File: src/rtl/gbn_pkg.sv
// Shared types and constants for the go-back-n sender window.
`default_nettype none
package gbn_pkg;

	localparam int SEQ_SPACE = 8;
	localparam int SEQ_W     = $clog2(SEQ_SPACE);
	localparam int PAY_W     = 32;
	localparam int CNT_W     = 3;
	localparam int LIMIT_W   = 3;
	localparam int MAX_CNT   = SEQ_SPACE - 1;

	localparam logic [LIMIT_W-1:0] LIMIT_RESET = LIMIT_W'(4);

	// operation codes
	localparam logic [1:0] OP_SEND    = 2'd0;
	localparam logic [1:0] OP_ACK     = 2'd1;
	localparam logic [1:0] OP_TIMEOUT = 2'd2;

	// result kinds
	localparam logic [2:0] KIND_SENT     = 3'd0;
	localparam logic [2:0] KIND_REFUSED  = 3'd1;
	localparam logic [2:0] KIND_ACK_OK   = 3'd2;
	localparam logic [2:0] KIND_ACK_OLD  = 3'd3;
	localparam logic [2:0] KIND_ACK_BAD  = 3'd4;
	localparam logic [2:0] KIND_RETX     = 3'd5;
	localparam logic [2:0] KIND_IDLE_TMO = 3'd6;

	// timer actions
	localparam logic [1:0] TMR_NONE    = 2'd0;
	localparam logic [1:0] TMR_START   = 2'd1;
	localparam logic [1:0] TMR_STOP    = 2'd2;
	localparam logic [1:0] TMR_RESTART = 2'd3;

	typedef struct packed {
		logic [1:0]       operation;
		logic [PAY_W-1:0] payload;
		logic [SEQ_W-1:0] ack_number;
		logic             ack_checksum_ok;
	} req_t;

	typedef struct packed {
		logic [2:0]       result_kind;
		logic [SEQ_W-1:0] packet_seq;
		logic [PAY_W-1:0] packet_payload;
		logic [1:0]       timer_action;
		logic [SEQ_W-1:0] timer_seq;
		logic [CNT_W-1:0] outstanding;
		logic             last;
	} rsp_t;

	// operands for the shared sequence-number unit
	typedef struct packed {
		logic [SEQ_W-1:0] a;
		logic [SEQ_W-1:0] b;
		logic [SEQ_W-1:0] c;
		logic             sub;
	} alu_op_t;

	typedef struct packed {
		logic [SEQ_W-1:0] y;
		logic             lt;
		logic             zero;
	} alu_res_t;

endpackage
`default_nettype wire

File: src/rtl/gbn_ram.sv
// Generic single-write, single-read RAM with registered read data.
`default_nettype none
module gbn_ram #(
	parameter int WIDTH = 32,
	parameter int DEPTH = 8
) (
	input  wire logic                     clk,
	input  wire logic                     we,
	input  wire logic [$clog2(DEPTH)-1:0] waddr,
	input  wire logic [WIDTH-1:0]         wdata,
	input  wire logic [$clog2(DEPTH)-1:0] raddr,
	output logic      [WIDTH-1:0]         rdata
);

	logic [WIDTH-1:0] mem [DEPTH];

	always_ff @(posedge clk) begin
		if (we) begin
			mem[waddr] <= wdata;
		end
		rdata <= mem[raddr];
	end

endmodule
`default_nettype wire

File: src/rtl/gbn_seq_alu.sv
// Shared modulo sequence-number adder/subtractor with compare and zero flag.
`default_nettype none
module gbn_seq_alu (
	input  wire gbn_pkg::alu_op_t  op,
	output gbn_pkg::alu_res_t      res
);

	logic [gbn_pkg::SEQ_W-1:0] sum;

	// wraps naturally modulo the sequence space
	assign sum      = op.sub ? (op.a - op.b) : (op.a + op.b);
	assign res.y    = sum;
	assign res.lt   = (sum < op.c);
	assign res.zero = (sum == '0);

endmodule
`default_nettype wire

File: src/rtl/go_back_n_sender_window_unit.sv
// Top level of the go-back-n sender window: sequencer, state and result path.
`default_nettype none
// Go-back-n ARQ sender window.
// Request channel: a request (send, ack arrived, timer expired) is taken at a
// rising edge with start high and busy low; busy stays high while it is
// worked on and start is ignored meanwhile.
// Result channel: each result sits on "result" for exactly one cycle with
// result_valid high; the receiver cannot stall it. The final result of a
// request carries last = 1. An unknown operation gives no result.
// Config channel: cfg_data (window limit) is written on cfg_valid & cfg_ready;
// cfg_ready is always high. Write it only while the block is idle.
// Flow of a request after it is taken:
//   send, refused send, corrupt or stale ack, idle timeout, unknown op:
//   one execute step, then the result (if any) from the result register.
//   ack inside the window: three passes through the shared sequence unit
//   (offset, new base, new count), then the result.
//   timeout with n outstanding packets: one RAM read per cycle, one result
//   per packet from the base onward. In every case the next request can be
//   taken while the final result (if any) is shown.
// Reset: base = next = 0, window limit = 4, no result pending; the payload
// RAM is not cleared, only written slots are ever replayed.
module go_back_n_sender_window_unit (
	input  wire logic                          clk,
	input  wire logic                          arst_n,
	input  wire logic                          start,
	output logic                               busy,
	input  wire gbn_pkg::req_t                 req,
	output logic                               result_valid,
	output gbn_pkg::rsp_t                      result,
	input  wire logic                          cfg_valid,
	output logic                               cfg_ready,
	input  wire logic [gbn_pkg::LIMIT_W-1:0]   cfg_data
);

	typedef enum logic [2:0] {
		ST_IDLE,
		ST_EXEC,
		ST_SLIDE,
		ST_RECOUNT,
		ST_REPLAY
	} state_t;

	state_t                      state_q;
	gbn_pkg::req_t               req_q;
	gbn_pkg::rsp_t               rsp_q;
	logic                        valid_q;
	logic [gbn_pkg::SEQ_W-1:0]   base_q;
	logic [gbn_pkg::SEQ_W-1:0]   next_q;
	logic [gbn_pkg::CNT_W-1:0]   cnt_q;
	logic [gbn_pkg::LIMIT_W-1:0] limit_q;
	logic [gbn_pkg::SEQ_W-1:0]   old_base_q;
	logic [gbn_pkg::SEQ_W-1:0]   ptr_q;
	logic [gbn_pkg::CNT_W-1:0]   remain_q;
	logic                        first_q;

	// replay read stage, lined up with the RAM read data
	logic                        repl_vld_s1;
	logic [gbn_pkg::SEQ_W-1:0]   seq_s1;
	logic                        first_s1;
	logic                        last_s1;

	gbn_pkg::alu_op_t            alu_op;
	gbn_pkg::alu_res_t           alu_res;
	logic                        refuse;
	logic                        ram_we;
	logic [gbn_pkg::PAY_W-1:0]   ram_rdata;

	assign busy      = (state_q != ST_IDLE);
	assign cfg_ready = 1'b1;

	// window full: at the limit, or every sequence number but one in flight
	assign refuse = (cnt_q >= gbn_pkg::CNT_W'(limit_q)) ||
	                (cnt_q >= gbn_pkg::CNT_W'(gbn_pkg::MAX_CNT));

	assign ram_we = (state_q == ST_EXEC) && (req_q.operation == gbn_pkg::OP_SEND) && !refuse;

	// operand select for the shared unit
	always_comb begin
		alu_op.a   = next_q;
		alu_op.b   = gbn_pkg::SEQ_W'(1);
		alu_op.c   = gbn_pkg::SEQ_W'(cnt_q);
		alu_op.sub = 1'b0;
		unique case (state_q)
			ST_EXEC: begin
				if (req_q.operation == gbn_pkg::OP_ACK) begin
					// offset of the ack number from the base
					alu_op.a   = req_q.ack_number;
					alu_op.b   = base_q;
					alu_op.sub = 1'b1;
				end
			end
			ST_SLIDE: begin
				alu_op.a = req_q.ack_number;
			end
			ST_RECOUNT: begin
				alu_op.a   = next_q;
				alu_op.b   = base_q;
				alu_op.sub = 1'b1;
			end
			ST_REPLAY: begin
				alu_op.a = ptr_q;
			end
			default: begin
			end
		endcase
	end

	gbn_seq_alu u_alu (
		.op  (alu_op),
		.res (alu_res)
	);

	gbn_ram #(
		.WIDTH (gbn_pkg::PAY_W),
		.DEPTH (gbn_pkg::SEQ_SPACE)
	) u_ram (
		.clk   (clk),
		.we    (ram_we),
		.waddr (next_q),
		.wdata (req_q.payload),
		.raddr (ptr_q),
		.rdata (ram_rdata)
	);

	always_ff @(posedge clk or negedge arst_n) begin
		if (!arst_n) begin
			state_q     <= ST_IDLE;
			req_q       <= '0;
			rsp_q       <= '0;
			valid_q     <= 1'b0;
			base_q      <= '0;
			next_q      <= '0;
			cnt_q       <= '0;
			limit_q     <= gbn_pkg::LIMIT_RESET;
			old_base_q  <= '0;
			ptr_q       <= '0;
			remain_q    <= '0;
			first_q     <= 1'b0;
			repl_vld_s1 <= 1'b0;
			seq_s1      <= '0;
			first_s1    <= 1'b0;
			last_s1     <= 1'b0;
		end else begin
			valid_q     <= 1'b0;
			repl_vld_s1 <= 1'b0;
			if (cfg_valid && cfg_ready) begin
				limit_q <= cfg_data;
			end
			unique case (state_q)
				ST_IDLE: begin
					if (start) begin
						req_q   <= req;
						state_q <= ST_EXEC;
					end
				end
				ST_EXEC: begin
					rsp_q      <= '0;
					rsp_q.last <= 1'b1;
					state_q    <= ST_IDLE;
					case (req_q.operation)
						gbn_pkg::OP_SEND: begin
							valid_q <= 1'b1;
							if (refuse) begin
								rsp_q.result_kind <= gbn_pkg::KIND_REFUSED;
								rsp_q.outstanding <= cnt_q;
							end else begin
								next_q                <= alu_res.y;
								cnt_q                 <= cnt_q + gbn_pkg::CNT_W'(1);
								rsp_q.result_kind     <= gbn_pkg::KIND_SENT;
								rsp_q.packet_seq      <= next_q;
								rsp_q.packet_payload  <= req_q.payload;
								rsp_q.outstanding     <= cnt_q + gbn_pkg::CNT_W'(1);
								if (cnt_q == '0) begin
									rsp_q.timer_action <= gbn_pkg::TMR_START;
									rsp_q.timer_seq    <= base_q;
								end
							end
						end
						gbn_pkg::OP_ACK: begin
							if (!req_q.ack_checksum_ok) begin
								valid_q           <= 1'b1;
								rsp_q.result_kind <= gbn_pkg::KIND_ACK_BAD;
								rsp_q.outstanding <= cnt_q;
							end else if (alu_res.lt) begin
								// ack lies in the window: slide the base
								old_base_q <= base_q;
								state_q    <= ST_SLIDE;
							end else begin
								valid_q            <= 1'b1;
								rsp_q.result_kind  <= gbn_pkg::KIND_ACK_OLD;
								rsp_q.timer_action <= (cnt_q != '0) ?
								                      gbn_pkg::TMR_RESTART : gbn_pkg::TMR_STOP;
								rsp_q.timer_seq    <= base_q;
								rsp_q.outstanding  <= cnt_q;
							end
						end
						gbn_pkg::OP_TIMEOUT: begin
							if (cnt_q == '0) begin
								valid_q           <= 1'b1;
								rsp_q.result_kind <= gbn_pkg::KIND_IDLE_TMO;
							end else begin
								ptr_q    <= base_q;
								remain_q <= cnt_q;
								first_q  <= 1'b1;
								state_q  <= ST_REPLAY;
							end
						end
						default: begin
							// unknown operation: silent
						end
					endcase
				end
				ST_SLIDE: begin
					base_q  <= alu_res.y;
					state_q <= ST_RECOUNT;
				end
				ST_RECOUNT: begin
					cnt_q             <= gbn_pkg::CNT_W'(alu_res.y);
					valid_q           <= 1'b1;
					rsp_q             <= '0;
					rsp_q.last        <= 1'b1;
					rsp_q.result_kind <= gbn_pkg::KIND_ACK_OK;
					rsp_q.outstanding <= gbn_pkg::CNT_W'(alu_res.y);
					if (!alu_res.zero) begin
						rsp_q.timer_action <= gbn_pkg::TMR_RESTART;
						rsp_q.timer_seq    <= base_q;
					end else begin
						rsp_q.timer_action <= gbn_pkg::TMR_STOP;
						rsp_q.timer_seq    <= old_base_q;
					end
					state_q <= ST_IDLE;
				end
				ST_REPLAY: begin
					repl_vld_s1 <= 1'b1;
					seq_s1      <= ptr_q;
					first_s1    <= first_q;
					last_s1     <= (remain_q == gbn_pkg::CNT_W'(1));
					first_q     <= 1'b0;
					ptr_q       <= alu_res.y;
					remain_q    <= remain_q - gbn_pkg::CNT_W'(1);
					if (remain_q == gbn_pkg::CNT_W'(1)) begin
						state_q <= ST_IDLE;
					end
				end
				default: begin
					state_q <= ST_IDLE;
				end
			endcase
		end
	end

	// replayed packets take their payload straight from the RAM read register
	always_comb begin
		result_valid = valid_q | repl_vld_s1;
		result       = rsp_q;
		if (repl_vld_s1) begin
			result.result_kind    = gbn_pkg::KIND_RETX;
			result.packet_seq     = seq_s1;
			result.packet_payload = ram_rdata;
			result.timer_action   = first_s1 ? gbn_pkg::TMR_RESTART : gbn_pkg::TMR_NONE;
			result.timer_seq      = first_s1 ? base_q : '0;
			result.outstanding    = cnt_q;
			result.last           = last_s1;
		end
	end

	// the two result sources never collide
	a_one_source: assert property (@(posedge clk) disable iff (!arst_n)
		!(valid_q && repl_vld_s1))
		else $error("result register and replay stage both valid");

	// the count register tracks next - base whenever the block is idle
	a_count_track: assert property (@(posedge clk) disable iff (!arst_n)
		(state_q == ST_IDLE) |-> (cnt_q == gbn_pkg::CNT_W'(next_q - base_q)))
		else $error("outstanding count out of step with base and next");

	// nothing is shown in the cycle right after a request is taken
	a_no_early_result: assert property (@(posedge clk) disable iff (!arst_n)
		(start && !busy) |=> !result_valid)
		else $error("result shown in the cycle after accept");

	// a replay result that is not the final one keeps the block busy
	a_replay_busy: assert property (@(posedge clk) disable iff (!arst_n)
		(repl_vld_s1 && !last_s1) |-> busy)
		else $error("block idle in the middle of a replay run");

endmodule
`default_nettype wire
File: config.mk
export PLATFORM = sky130hd
export DESIGN_NAME = go_back_n_sender_window_unit
export DESIGN_NICKNAME = d
export VERILOG_FILES = /design/src/rtl/gbn_pkg.sv /design/src/rtl/gbn_ram.sv /design/src/rtl/gbn_seq_alu.sv /design/src/rtl/go_back_n_sender_window_unit.sv
export SDC_FILE = /design/constraint.sdc
export NUM_CORES = 1
export LEC_CHECK = 0
export ABC_CLOCK_PERIOD_IN_PS = 5400
export BUFFER_PORTS_ARGS = -buffer_cell sky130_fd_sc_hd__buf_2
export CAP_MARGIN = 0
export CORE_ASPECT_RATIO = 1.2
export CORE_UTILIZATION = 33
export DETAILED_ROUTE_END_ITERATION = 6
export GPL_TIMING_DRIVEN = 1
export PLACE_DENSITY = 0.57
export REMOVE_ABC_BUFFERS = 1
export SYNTH_ARGS = -nofsm -noshare
export SYNTH_HDL_FRONTEND = slang
export SYNTH_SLANG_ARGS = --single-unit
File: constraint.sdc
create_clock -name clk -period 5.4 [get_ports clk]
set_input_delay 1.62 -clock clk [delete_from_list [all_inputs] [get_ports clk]]
set_output_delay 1.62 -clock clk [all_outputs]
set_load 0.01 [all_outputs]
==> metrics.txt <==
status finished clean; Worst Setup End Kind register; Critical Path Source Type register; clk sink count 405; Ant. Diodes 0; Synth Area in Compound Gates 5.22%; multi-input logic area 4450 µm²; drt wl/cell 20.6 µm; vias post-DR 8375; Hold Buf Count CTS 0; xor/xnor share of the synthesized area 0.102%; Max Slew Vio Count 0; Skew-Pair Late Insertion Delay 0.56 ns; Critical Path Fanout Max 10; Starting Density 33.7%; number of remaining DRC errors 0; post-CTS resize count 0; synth top area cells edfxtp_1 (48%), dfrtp_1 (18%), mux4_2 (9.0%), mux2_2 (7.8%), dfxtp_1 (4.0%); Worst slew margin 32.1%; Post-synth EDFFs 256; Final GP Congestion 0.820; Syn-to-layout area delta 17.5%; mean post-synth cell area 17.5 µm²; worst hold path type reg -> reg; Port Buffers 93; Crit path required time 5.84 ns; Die ar. 49200 µm²; FF+latch count, synth 405; final WL 34.7 mm; # setup viols final 0; largest family of logic cells by synthesized area multiplexers; clk buf depth 3; dpl ws 0.570 ns; Critical Path AT 5.32 ns; Crit Path Category reg -> reg; IO Pins 95; Post-CTS Setup Inserts 0; grt total ovfl 0; Synth Cell Area 15900 µm²; DR vias/cell 4.97; Post-Synth Adder-Cell Area 1.38%; post-synthesis mux area share 16.9%; Yosys cell types 62; leakage power 7.02 nW; hold depth 2; Post-Synthesis Cells 913; Synth Warn # 0; die width 203 µm; max-cap violation count 0; TritonCTS buffer count 44; first-pass GRT wire length 54.0 mm; commonest non-fill, non-tap cell in the layout edfxtp_1; CORE AREA 47400 µm²; Clock H-tree levels 2; top cell type's share of synthesized area 48.2%; crit path time final 4.88 ns; post-route ant nets 0; standard-cell rows 87; initial DRC count 368; final worst setup slack 0.521 ns; register area share after synthesis 70.6%; root buffer cell clkbuf_16; router iterations before antenna repair 7; Overall Global Routing Usage 14.5%; worst vdd ir 0.000293 V; period utilization 90.3%; vias in the first global route 8837; RSZ-0062 raised after global routing false; FMAX 205 MHz; most frequent cells in the layout edfxtp_1 (256), dfrtp_1 (112), mux2_2 (111); largest net degree at the start of global routing 97; non-filler instance count after layout 1685; layout cells sized above 1 36.8%; initial antenna violation count 0; clk_skew 0.0122 ns; hpwl dp 19.9 mm; Post-layout nets 1088; cell taking the most area after synthesis edfxtp_1; Least-Margin Pin Slew 1.02 ns; ys async rst share 28.9%; DIE HEIGHT 243 µm; DP Cell Count 1603; # fillers 4378; Post-synth top flop edfxtp_1; worst reg-to-reg path cell count 19; Worst-path clk slew 0.06 ns; Overall Power 11.1 mW; final hold vios 0; Synth Area in Simple Gates 3.91%; CTS tree done; flip-flop and latch area 11300 µm²; PwrDens 594 nW/µm²
==> final timing paths <==
path	startpoint	end	slack, ns
setup / recovery	req_q[37]$_DFFE_PN0P_	rsp_q[4]$_DFFE_PN0P_	0.52
hold / removal	first_q$_DFFE_PN0P_	first_s1$_DFFE_PN0N_	0.47
setup reg to reg	req_q[37]$_DFFE_PN0P_	rsp_q[4]$_DFFE_PN0P_	0.52
hold reg to reg	first_q$_DFFE_PN0P_	first_s1$_DFFE_PN0N_	0.47
max in group asynchronous	arst_n	req_q[32]$_DFFE_PN0P_	3.29
min in group asynchronous	arst_n	limit_q[0]$_DFFE_PN0P_	1.19
==> through the flow <==
| stage | TNS (ns) | utilization, % | area (µm²) | hold WS, ns |
|---|---|---|---|---|
| 6_report | 0 | 39.6 | 18700 | 0.471 |
| 5_1_grt | 0 | 39.6 | 18700 | 0.500 |
| 4_1_cts | 0 | 39.6 | 18700 | 0.473 |
| 3_5_place_dp | 0 | 36.4 | 17200 | 0.464 |
| 3_3_place_gp | 0 | 36.4 | 17200 | 0.464 |
| 2_1_floorplan | -58.14 | - | 15700 | 0.430 |
==> final cells by class <==
type | instances | share of cell area, %
multi-input combinational | 436 | 23.7
inverter | 22 | 0.441
timing repair buffer | 117 | 3.48
tap | 623 | 4.16
sequential | 405 | 60.1
clock inverter | 27 | 1.82
clock buffer | 55 | 6.26
==> flip-flops by register name, summed over array words and instances (netlist names) <==
name         cells
rsp_q           47
base_q           3
valid_q          1
next_q           3
old_base_q       3
u_ram.mem      256
last_s1          1
limit_q          3
ptr_q            3
cnt_q            3
remain_q         3
repl_vld_s1      1
req_q           38
u_ram.rdata     32
first_s1         1
state_q          3
first_q          1
seq_s1           3
==> where the power goes <==
group / leakage (nW) / switching (mW) / internal [mW] / total [mW]
Sequential: 4.04 / 0.632 / 4.21 / 4.85
Combinational: 2.24 / 1.63 / 1.51 / 3.14
Clock: 0.737 / 1.24 / 1.89 / 3.14
==> synthesized netlist by cell type (2+ instances only) <==
master    instances
o22ai_1           5
nand3_1           8
buf_4             2
a31oi_1           2
dfxtp_1          32
o41ai_1           2
buf_2            11
o211ai_1          2
o221a_2           2
a221o_1           3
dfrtp_1         116
and2_1            4
o21a_1            3
clkbuf_1         29
or3_1             2
o21ai_0          24
edfxtp_1        256
nor3_1            5
nor2b_1           5
nor2_1           20
nor3b_1           3
nor4b_1           2
ha_1             16
inv_1            21
a22oi_1           3
o31ai_1           2
a22o_1           36
a21boi_0          2
buf_1             6
nand4_1           2
a21oi_1          14
nand2b_1          6
mux4_2           64
and3_1            4
mux2_2          111
or2_2             3
nand2_1          59
a21o_1            2
==> cells by family (layout without fill, tap and decap cells) <==
family / Yosys count / after routing
and+or+nand+nor: 129 / 129
AOI/OAI and AO/OA: 113 / 113
xor gates and xnor gates: 1 / 1
adders and majority gates: 17 / 17
DFF: 405 / 405
other: 1 / 1
buffers and inverters: 72 / 221
muxes: 175 / 175
==> worst max-delay path: stages, from the launching register on <==
cell	delay (ns)
dfrtp_1	0.40
inv_1	0.11
ha_1	0.39
nor2_1	0.14
or3_1	0.36
inv_1	0.08
ha_1	0.23
nand2_1	0.06
nand2_1	0.07
fa_1	0.45
or4_1	0.53
o211ai_2	0.11
xnor2_2	0.23
ha_1	0.33
a21oi_1	0.13
o21ai_0	0.16
nand3_1	0.22
o21ai_0	0.13
a22o_1	0.28
a221o_1	0.35
==> metal layers <==
| metal | up-vias | track usage [%] | routed length, µm |
|---|---|---|---|
| li1 | 3766 | - | - |
| met1 | 4359 | 18.8 | 15100 |
| met2 | 187 | 24.3 | 17300 |
| met3 | 63 | 2.91 | 1470 |
| met4 | 0 | 4.56 | 860 |
| met5 | - | 0 | 0 |
Power figures use the tool's default switching activity.
